$ cat src/design/aes_pkg.sv
// Package with shared widths, types, constants and arithmetic helpers for the advantage scan.
`timescale 1ns / 1ps
package aes_pkg;

  localparam int VB = 32;
  localparam int CB = 16;
  localparam int PROD_W = VB + CB + 1;
  localparam int SCL_W = VB + 1;
  localparam int BASE_W = VB + 3;
  localparam int SUM_W = VB + 4;
  localparam int S_TDATA_W = ((3 * VB + 7) / 8) * 8;
  localparam int S_TUSER_W = 3;
  localparam int M_TDATA_W = ((2 * VB + 7) / 8) * 8;
  localparam int CFG_INDEX_W = 2;

  localparam logic [CFG_INDEX_W-1:0] CFG_USE_GAE     = 2'd0;
  localparam logic [CFG_INDEX_W-1:0] CFG_DISCOUNT    = 2'd1;
  localparam logic [CFG_INDEX_W-1:0] CFG_TRACE_DECAY = 2'd2;

  localparam logic          USE_GAE_RESET  = 1'b1;
  localparam logic [CB-1:0] DISCOUNT_RESET = 16'd64881;
  localparam logic [CB-1:0] DECAY_RESET    = 16'd62259;
  localparam longint GL_RESET_L = (longint'(DISCOUNT_RESET) * longint'(DECAY_RESET)
                                   + (longint'(1) << (CB - 1))) >> CB;
  localparam logic [CB-1:0] GL_RESET = CB'(GL_RESET_L);

  typedef struct packed {
    logic          use_gae;
    logic [CB-1:0] discount;
    logic [CB-1:0] gl;
  } cfg_t;

  typedef struct packed {
    logic                     restart;
    logic                     nonterminal;
    logic signed [BASE_W-1:0] base;
    logic signed [VB-1:0]     value;
    logic signed [VB-1:0]     acc_init;
  } q_entry_t;

  // Signed value times unsigned fraction, rounded to nearest with ties upward.
  function automatic logic signed [SCL_W-1:0] scale(input logic signed [VB-1:0] v,
                                                     input logic [CB-1:0] c);
    logic signed [PROD_W-1:0] p;
    p = v * $signed({1'b0, c});
    p = p + (PROD_W'(1) << (CB - 1));
    return SCL_W'(p >>> CB);
  endfunction

  function automatic logic signed [VB-1:0] sat(input logic signed [SUM_W-1:0] x);
    logic ovf;
    ovf = (|x[SUM_W-1:VB-1]) && !(&x[SUM_W-1:VB-1]);
    if (!ovf) begin
      return x[VB-1:0];
    end else if (x[SUM_W-1]) begin
      return {1'b1, {(VB-1){1'b0}}};
    end else begin
      return {1'b0, {(VB-1){1'b1}}};
    end
  endfunction

endpackage

$ cat src/design/aes_front.sv
// Front part: accepts input words, tracks the following step and forms the loop-free terms.
`timescale 1ns / 1ps
module aes_front (
  input  logic                          clk,
  input  logic                          rst,
  input  logic                          s_tvalid,
  output logic                          s_tready,
  input  logic [aes_pkg::S_TDATA_W-1:0] s_tdata,
  input  logic [aes_pkg::S_TUSER_W-1:0] s_tuser,
  input  aes_pkg::cfg_t                 cfg,
  output logic                          q_valid,
  input  logic                          q_ready,
  output aes_pkg::q_entry_t             q_data
);

  logic                          following_nonterminal;
  logic signed [aes_pkg::VB-1:0] following_value;
  logic                          first;
  logic                          start;
  logic                          boot_done;
  logic signed [aes_pkg::VB-1:0] reward;
  logic signed [aes_pkg::VB-1:0] value;
  logic signed [aes_pkg::VB-1:0] boot_value;
  logic signed [aes_pkg::VB-1:0] later_value;
  logic                          nonterminal;
  logic signed [aes_pkg::SCL_W-1:0] next_scaled;
  logic signed [aes_pkg::BASE_W-1:0] td_base;
  logic                          accept;

  assign first      = s_tuser[0];
  assign start      = s_tuser[1];
  assign boot_done  = s_tuser[2];
  assign reward     = s_tdata[aes_pkg::VB-1:0];
  assign value      = s_tdata[2*aes_pkg::VB-1:aes_pkg::VB];
  assign boot_value = s_tdata[3*aes_pkg::VB-1:2*aes_pkg::VB];

  assign s_tready = q_ready;
  assign q_valid  = s_tvalid;
  assign accept   = s_tvalid && q_ready;

  always_comb begin
    later_value = first ? boot_value : following_value;
    nonterminal = first ? !boot_done : following_nonterminal;
    next_scaled = aes_pkg::scale(later_value, cfg.discount);
    td_base     = aes_pkg::BASE_W'(reward) - aes_pkg::BASE_W'(value);
    if (nonterminal) begin
      td_base = td_base + aes_pkg::BASE_W'(next_scaled);
    end
    q_data.restart     = first;
    q_data.nonterminal = nonterminal;
    q_data.value       = value;
    if (cfg.use_gae) begin
      q_data.base     = td_base;
      q_data.acc_init = '0;
    end else begin
      q_data.base     = aes_pkg::BASE_W'(reward);
      q_data.acc_init = boot_value;
    end
  end

  always_ff @(posedge clk) begin
    if (rst) begin
      following_value       <= '0;
      following_nonterminal <= 1'b0;
    end else if (accept) begin
      following_value       <= value;
      following_nonterminal <= !start;
    end
  end

endmodule

$ cat src/design/aes_queue.sv
// Two-entry queue that decouples the front part from the accumulator loop.
`timescale 1ns / 1ps
module aes_queue (
  input  logic              clk,
  input  logic              rst,
  input  logic              in_valid,
  output logic              in_ready,
  input  aes_pkg::q_entry_t in_data,
  output logic              out_valid,
  input  logic              out_ready,
  output aes_pkg::q_entry_t out_data
);

  aes_pkg::q_entry_t entries [2];
  logic              wr_ptr;
  logic              rd_ptr;
  logic [1:0]        count;
  logic              push;
  logic              pop;

  assign in_ready  = !rst && (count != 2'd2);
  assign out_valid = (count != 2'd0);
  assign out_data  = entries[rd_ptr];
  assign push      = in_valid && in_ready;
  assign pop       = out_valid && out_ready;

  always_ff @(posedge clk) begin
    if (push) begin
      entries[wr_ptr] <= in_data;
    end
  end

  always_ff @(posedge clk) begin
    if (rst) begin
      wr_ptr <= 1'b0;
      rd_ptr <= 1'b0;
      count  <= 2'd0;
    end else begin
      if (push) begin
        wr_ptr <= !wr_ptr;
      end
      if (pop) begin
        rd_ptr <= !rd_ptr;
      end
      if (push && !pop) begin
        count <= count + 2'd1;
      end else if (pop && !push) begin
        count <= count - 2'd1;
      end
    end
  end

endmodule

$ cat src/design/aes_back.sv
// Back part: accumulator loop with saturation, then the second result and the output register.
`timescale 1ns / 1ps
module aes_back (
  input  logic                          clk,
  input  logic                          rst,
  input  aes_pkg::cfg_t                 cfg,
  input  logic                          q_valid,
  output logic                          q_ready,
  input  aes_pkg::q_entry_t             q_data,
  output logic                          m_tvalid,
  input  logic                          m_tready,
  output logic [aes_pkg::M_TDATA_W-1:0] m_tdata
);

  logic signed [aes_pkg::VB-1:0]    running_accumulator;
  logic                             a_valid;
  logic signed [aes_pkg::VB-1:0]    a_prim;
  logic signed [aes_pkg::VB-1:0]    a_value;
  logic signed [aes_pkg::VB-1:0]    advantage;
  logic signed [aes_pkg::VB-1:0]    return_target;
  logic signed [aes_pkg::VB-1:0]    acc_eff;
  logic [aes_pkg::CB-1:0]           coef;
  logic signed [aes_pkg::SCL_W-1:0] acc_scaled;
  logic signed [aes_pkg::SUM_W-1:0] sum;
  logic signed [aes_pkg::VB-1:0]    prim;
  logic signed [aes_pkg::VB-1:0]    advantage_next;
  logic signed [aes_pkg::VB-1:0]    return_target_next;
  logic                             b_ready;
  logic                             pop;

  assign b_ready = !m_tvalid || m_tready;
  assign q_ready = !a_valid || b_ready;
  assign pop     = q_valid && q_ready;

  always_comb begin
    acc_eff    = q_data.restart ? q_data.acc_init : running_accumulator;
    coef       = cfg.use_gae ? cfg.gl : cfg.discount;
    acc_scaled = aes_pkg::scale(acc_eff, coef);
    sum        = aes_pkg::SUM_W'(q_data.base);
    if (q_data.nonterminal) begin
      sum = sum + aes_pkg::SUM_W'(acc_scaled);
    end
    prim = aes_pkg::sat(sum);
  end

  always_comb begin
    if (cfg.use_gae) begin
      advantage_next     = a_prim;
      return_target_next = aes_pkg::sat(aes_pkg::SUM_W'(a_prim) + aes_pkg::SUM_W'(a_value));
    end else begin
      return_target_next = a_prim;
      advantage_next     = aes_pkg::sat(aes_pkg::SUM_W'(a_prim) - aes_pkg::SUM_W'(a_value));
    end
  end

  always_ff @(posedge clk) begin
    if (pop) begin
      a_prim  <= prim;
      a_value <= q_data.value;
    end
    if (a_valid && b_ready) begin
      advantage     <= advantage_next;
      return_target <= return_target_next;
    end
  end

  always_ff @(posedge clk) begin
    if (rst) begin
      running_accumulator <= '0;
      a_valid             <= 1'b0;
      m_tvalid            <= 1'b0;
    end else begin
      if (pop) begin
        running_accumulator <= prim;
      end
      if (q_ready) begin
        a_valid <= q_valid;
      end
      if (b_ready) begin
        m_tvalid <= a_valid;
      end
    end
  end

  assign m_tdata = aes_pkg::M_TDATA_W'({return_target, advantage});

endmodule

$ cat src/design/advantage_estimation_scan_top.sv
// Top level of the advantage scan: configuration registers, front, queue and back.
//
// Channel  Direction  Handshake           Payload
// s_       in         s_tvalid/s_tready   s_tdata, s_tuser (one rollout step)
// m_       out        m_tvalid/m_tready   m_tdata (advantage, return target)
// cfg_     in         cfg_valid/cfg_ready cfg_index, cfg_data
//
// One word is accepted per cycle; results pass the queue entry, a_prim and output registers.
// The rate is set by the accumulator loop in the back part: one multiply, add and
// saturate per cycle unless the output stalls.
// Synchronous reset restores config defaults and clears flags, pointers and carried state.
// The input stalls only in reset or when the two-entry queue is full; output stalls back up
// through the queue.
`timescale 1ns / 1ps
module advantage_estimation_scan_top (
  input  logic                            clk,
  input  logic                            rst,
  input  logic                            s_tvalid,
  output logic                            s_tready,
  // reward, value_estimate, bootstrap_value
  input  logic [aes_pkg::S_TDATA_W-1:0]   s_tdata,
  // first_in_sweep, episode_start, bootstrap_done
  input  logic [aes_pkg::S_TUSER_W-1:0]   s_tuser,
  output logic                            m_tvalid,
  input  logic                            m_tready,
  // advantage, return_target
  output logic [aes_pkg::M_TDATA_W-1:0]   m_tdata,
  input  logic                            cfg_valid,
  output logic                            cfg_ready,
  input  logic [aes_pkg::CFG_INDEX_W-1:0] cfg_index,
  input  logic [aes_pkg::CB-1:0]          cfg_data
);

  logic                     use_gae;
  logic [aes_pkg::CB-1:0]   discount;
  logic [aes_pkg::CB-1:0]   trace_decay;
  logic [aes_pkg::CB-1:0]   gl;
  logic [2*aes_pkg::CB-1:0] gl_prod;
  logic [2*aes_pkg::CB-1:0] gl_next;
  aes_pkg::cfg_t            cfg;
  logic                     f_valid;
  logic                     f_ready;
  aes_pkg::q_entry_t        f_data;
  logic                     q_valid;
  logic                     q_ready;
  aes_pkg::q_entry_t        q_data;

  assign cfg_ready = !rst;
  assign gl_prod   = {{aes_pkg::CB{1'b0}}, discount} * {{aes_pkg::CB{1'b0}}, trace_decay};
  assign gl_next   = (gl_prod + (2*aes_pkg::CB)'(1 << (aes_pkg::CB - 1))) >> aes_pkg::CB;

  always_ff @(posedge clk) begin
    if (rst) begin
      use_gae     <= aes_pkg::USE_GAE_RESET;
      discount    <= aes_pkg::DISCOUNT_RESET;
      trace_decay <= aes_pkg::DECAY_RESET;
      gl          <= aes_pkg::GL_RESET;
    end else begin
      gl <= gl_next[aes_pkg::CB-1:0];
      if (cfg_valid) begin
        unique case (cfg_index)
          aes_pkg::CFG_USE_GAE:     use_gae     <= cfg_data[0];
          aes_pkg::CFG_DISCOUNT:    discount    <= cfg_data;
          aes_pkg::CFG_TRACE_DECAY: trace_decay <= cfg_data;
          default: ;
        endcase
      end
    end
  end

  always_comb begin
    cfg.use_gae  = use_gae;
    cfg.discount = discount;
    cfg.gl       = gl;
  end

  aes_front u_front (
    .clk      (clk),
    .rst      (rst),
    .s_tvalid (s_tvalid),
    .s_tready (s_tready),
    .s_tdata  (s_tdata),
    .s_tuser  (s_tuser),
    .cfg      (cfg),
    .q_valid  (f_valid),
    .q_ready  (f_ready),
    .q_data   (f_data)
  );

  aes_queue u_queue (
    .clk       (clk),
    .rst       (rst),
    .in_valid  (f_valid),
    .in_ready  (f_ready),
    .in_data   (f_data),
    .out_valid (q_valid),
    .out_ready (q_ready),
    .out_data  (q_data)
  );

  aes_back u_back (
    .clk      (clk),
    .rst      (rst),
    .cfg      (cfg),
    .q_valid  (q_valid),
    .q_ready  (q_ready),
    .q_data   (q_data),
    .m_tvalid (m_tvalid),
    .m_tready (m_tready),
    .m_tdata  (m_tdata)
  );

`ifndef SYNTH
  a_push_fills_queue: assert property (@(posedge clk) disable iff (rst)
    (s_tvalid && s_tready && !q_valid) |=> q_valid)
    else $error("Accepted word did not reach the queue output.");

  a_queue_holds: assert property (@(posedge clk) disable iff (rst)
    (q_valid && !q_ready) |=> q_valid)
    else $error("Queue dropped a word that was not taken.");

  a_reset_clears_output: assert property (@(posedge clk)
    rst |=> !m_tvalid)
    else $error("Output word valid right after reset.");
`endif

endmodule

$ cat config.mk
export PLATFORM = sky130hd
export DESIGN_NAME = advantage_estimation_scan_top
export DESIGN_NICKNAME = d
export VERILOG_FILES = /design/src/design/aes_pkg.sv /design/src/design/aes_front.sv /design/src/design/aes_queue.sv /design/src/design/aes_back.sv /design/src/design/advantage_estimation_scan_top.sv
export SDC_FILE = /design/constraint.sdc
export NUM_CORES = 2
export LEC_CHECK = 0
export ABC_AREA = 0
export BUFFER_PORTS_ARGS = -buffer_cell sky130_fd_sc_hd__buf_2
export CAP_MARGIN = 20
export CORE_ASPECT_RATIO = 1.5
export CORE_MARGIN = 4
export CORE_UTILIZATION = 49
export DETAILED_ROUTE_END_ITERATION = 6
export PLACE_DENSITY_LB_ADDON = 0.3
export SLEW_MARGIN = 20
export SYNTH_ARGS = -nofsm -noshare
export SYNTH_HDL_FRONTEND = slang
export SYNTH_SLANG_ARGS = --single-unit
export TNS_END_PERCENT = 20
$ cat constraint.sdc
create_clock -name clk -period 18.15 [get_ports clk]
set_clock_uncertainty 0.2 [all_clocks]
set_input_delay 2.7225 -clock clk [delete_from_list [all_inputs] [get_ports clk]]
set_output_delay 2.7225 -clock clk [all_outputs]
set_load 0.005 [all_outputs]
Word-level counts from Yosys, hierarchy flattened. Memories as Yosys holds them, arrays and structs flattened. A register that Yosys moved wholly into a read port is not among the register bits. Index checks and enable logic that the tools add are counted.

$add $sub $neg: 10. Reduce and logical (&&, ||, !) cells: 35. Equal/unequal tests: 3. Multiply operators: 3. Magnitude comparators: 0. Shifts and indexed selects: 0. Muxes and demuxes: 22. Bitwise operators: 0. Divide/modulo/power cells: 0.

Operator list (count): $mux W32 (11); $add A49 B17 Y49 const B (2); $mul A32 B17 Y49 (2); $mux W35 (2); $sub A32 B32 Y33 (2); $add A35 B33 Y36 (1); $mux W36 (1); $add A33 B33 Y34 (1); $add A32 B32 Y33 (1); $add A32 B16 Y32 const B (1); $mul A16 B16 Y32 (1); $mux W16 (1); $reduce_and A5 Y1 (3); $reduce_or A5 Y1 (3); $logic_not A1 Y1 (12); $logic_and A1 B1 Y1 (9); $reduce_and A2 Y1 (3); $mux W1 (5); $mux W2 (2); $reduce_bool A2 Y1 (2); $add A2 B1 Y2 const B (1); $eq A2 B1 Y1 const B (1); $eq A2 B2 Y1 const B (1); $logic_not A2 Y1 (1); 3 further kinds (4).

Flip-flop bits (word level): 248. Word-level logic and storage cells: 90. Output and inout port bits: 67. Memory bits (writable): 202. Bits in latches: 0. Memories kept: 1. ROM bits: 0.

Memory list: u_queue.entries (depth 2, bits a word 101, read ports 1, clocked after Yosys merged registers in 1, write ports 1, RTL line aes_queue.sv:14) `aes_pkg::q_entry_t entries [2];`.

Longest topological paths before layout.
Depth after elaboration: 9. Mapped depth: 48. Gate-level depth less buffers: 43.

Modules after synthesis. A second synthesis with hierarchy kept.

Cells, all modules: 8028. Area, all modules: 73226.5 µm².

Modules (own cells, without submodules): aes_back (cells each 3483, times used 1, area each 30705.7 µm², sequential area each 4524.3 µm²); aes_front (cells each 2993, times used 1, area each 24647.4 µm², sequential area each 660.6 µm²); advantage_estimation_scan_top (cells each 1211, times used 1, area each 10324.9 µm², sequential area each 980.9 µm²); aes_queue (cells each 341, times used 1, area each 7548.5 µm², sequential area each 6165.9 µm²).

Worst setup path before layout. OpenSTA, ideal clock, no wires.

Path type: input-to-reg. From: input port s_tuser[0] in the netlist's numbering. To: memory u_queue.entries[0][94] in the netlist's numbering (data pin). Cell stages on the path: 39. Required time: 17.685 ns. Data arrival time: 11.128 ns. Path slack: 6.557 ns. Cell sequence: clkbuf_1 -> clkbuf_1 -> mux2_2 -> clkbuf_1 -> nand2_1 -> fa_1 -> inv_1 -> fa_1 -> fa_1 -> fa_1 -> inv_1 -> fa_1 -> inv_1 -> fa_1 -> ha_1 -> a211oi_1 -> nand2_1 -> a221oi_1 -> (+3 left out) -> a21o_1 -> a21o_1 -> xor2_1 -> ha_1 -> clkbuf_1 -> a21o_1 -> a21o_1 -> a21oi_1 -> o21ai_0 -> a21oi_1 -> o21bai_1 -> o21ai_0 -> a21oi_1 -> a41oi_1 -> a21oi_1 -> nand4b_1 -> o21ai_0 -> a311o_1.

RTL lines: from (decl) (RTL line advantage_estimation_scan_top.sv:23) `input logic [aes_pkg::S_TUSER_W-1:0] s_tuser,`; to (decl) (RTL line aes_queue.sv:14).

==> run metrics <==
run status=finished, final reports clean; detailed placer's ending HPWL=166000 um; yosys warns=0; Synth Cell Area=0.0695 mm2; Initial DRT Pass Iterations=6; post-synthesis xor/xnor area fraction=2.96%; endpoint class of the critical path=flip-flop; Fmax=78.9 MHz; Total Wirelength=209000 um; post_cts resized=0; post-CTS setup buffer count=0; DR vias=52800; worst relative slew slack=16.7%; critical path required time=18410 ps; largest family of logic cells by synthesized area=adder cells; post-synth cell types=92; number of synthesized flops with an enable pin=328; Synth top cells by count=inv_1, fa_1, nand2_1; initial antenna violation count=24; P&R area growth vs syn=6.23%; worst hold-check path type=reg2reg; Final min period=12670 ps; Clock Tree Buf Depth=3; critical path startpoint category=flip-flop; total die area=0.148 mm2; top-count cell post-synth=inv_1; clk slew on worst S/H paths=70 ps; Cells after Synth=7586; WL/cell=22.1 um; Initial DRC Count=3830; number of max-cap violations=0; dpl ws=5130 ps; post-layout util=52.3%; vias in the first global route=56400; first-pass GRT wire length=320000 um; Worst Setup Slack, final=5480 ps; clk_lat worst skew=650 ps; initial core utilization=49.2%; Synth top area share=33.8%; gr ovfl total=0; top cells by area, synth=fa_1, edfxtp_1, ha_1; register area share after synthesis=17.7%; Worst-Margin Slew=1240 ps; vias per cell=5.57; antenna-violating nets left=0; Final Setup Violations=0; syn nets=9447; period utilisation layout=69.8%; CTS tree=built; multiplexer share of the synthesized area=2.51%; row cnt=169; Primary FF master, synth=edfxtp_1; asr flop ratio synth=0%; nets=9396; average instance area after synthesis=9.16 um2; Crit Path Max Fanout=92; DIE HEIGHT=469 um; Fin. Hold Viols=0; root buf cell=clkbuf_16; IO Pins=189; Final Slew Violations=0; H-tree levels=2; slowest stage cell, crit path=dfxtp_4; Port Buf Inserts=188; Setup Crit Path Kind=reg2reg; Simple-Gate Fraction of Synth Area=14.0%; crit path DAT=12940 ps; gpl congestion=0.962; synthesis-stage register bit count=449; cts bufs inserted=49; largest net degree at the start of global routing=93; hold_buf cts=0; RSZ-0062 raised after global routing=no; die width=315 um; Crit path largest cell delay=720 ps; DRC errors left=0; post-synthesis adder-cell area fraction=44.2%; Core Box Area=0.141 mm2; Clock Sinks=449; most used cell, CP=fa_1; share of post-route cells with drive strength above 1=7.02%; Setup TNS=0 ps; Compound-Gate Fraction of Synth Area=8.38%; top cell type by total area after synthesis=fa_1; GRT Resource Usage Total=28.4%
## cells by family after synthesis
group                    count (synthesis)
buffers and inverters                 1889
AO/OA/AOI/OAI                          937
AND/OR/NAND/NOR                       2165
multiplexers                           160
XOR/XNOR                               234
flip-flops                             449
adder cells (fa/ha/maj)               1752
## path summary, 6_finish.rpt
check,from,end,slack (ps),cells past startpoint
hold reg to reg,u_front.following_value[0],u_front.following_value[0],260,2
setup / recovery,flip-flop,u_back.running_accumulator[15],5480,43
setup reg to reg,flip-flop,u_back.running_accumulator[15],5480,43
hold / removal,u_front.following_value[0],u_front.following_value[0],260,2
## routing by layer
metal	GRT usage, %	wire length [um]	up-vias	part of all wire, %
li1	-	-	23400	-
met1	33.3	76500	26500	37
met2	49.8	104000	2098	50
met3	3.68	13800	674	6.6
met4	16.7	14900	12	7.1
met5	0	80	-	0.038
## per-stage QoR
step           instances  hold slack [ps]  instance area [um2]
6_report            9470              256                73800
4_1_cts             9457              258                73800
3_3_place_gp        9365              247                72100
5_1_grt             9457              292                73800
3_5_place_dp        9365              245                72100
2_1_floorplan       7586              232                69500
## area by class of cell
type / instances / area, um2
fill: 13000 / 67200
multi-input combinational: 5248 / 50200
sequential: 449 / 12300
inverter: 1535 / 5760
tap: 1881 / 2350
timing repair buffer: 252 / 1420
clock buffer: 55 / 1270
clock inverter: 37 / 433
antenna: 13 / 32.5
## state kept, by name, indices dropped and copies added, names as in the netlist, named ones only
name                           flops
u_queue.entries                  200
u_back.a_prim                     32
trace_decay                       16
u_queue.rd_ptr                     1
use_gae                            1
u_queue.wr_ptr                     1
gl                                16
u_back.running_accumulator        32
u_back.m_tvalid                    1
discount                          16
u_front.following_value           32
u_back.advantage                  32
u_queue.count                      2
u_back.a_valid                     1
u_back.a_value                    32
u_back.return_target              32
u_front.following_nonterminal      1
## critical path, delay by kind of cell, from the launching register on
| kind | cells | cell delay [ps] |
|---|---|---|
| XOR/XNOR | 2 | 320 |
| AND/OR/NAND/NOR | 4 | 940 |
| multiplexers | 2 | 560 |
| AO/OA/AOI/OAI | 21 | 4860 |
| adder cells (fa/ha/maj) | 8 | 3700 |
| buffers and inverters | 6 | 1170 |
| flip-flops | 1 | 720 |
## cell usage in the layout (no fill, tap or decap), types with 64 or more instances in the layout
master / n
inv_1: 1532
fa_1: 1174
nand2_1: 927
ha_1: 565
nor2_1: 547
and2_1: 332
edfxtp_1: 328
a21oi_1: 312
o21ai_0: 216
buf_2: 188
xnor2_1: 155
mux2_2: 110
dfxtp_1: 105
a21o_1: 99
nand3_1: 90
xor2_1: 77
nor2b_1: 71
buf_4: 64
Power is left out: the tool's default activity adds up to more than one toggle a clock period on the data nets, which glitch-free logic cannot reach.
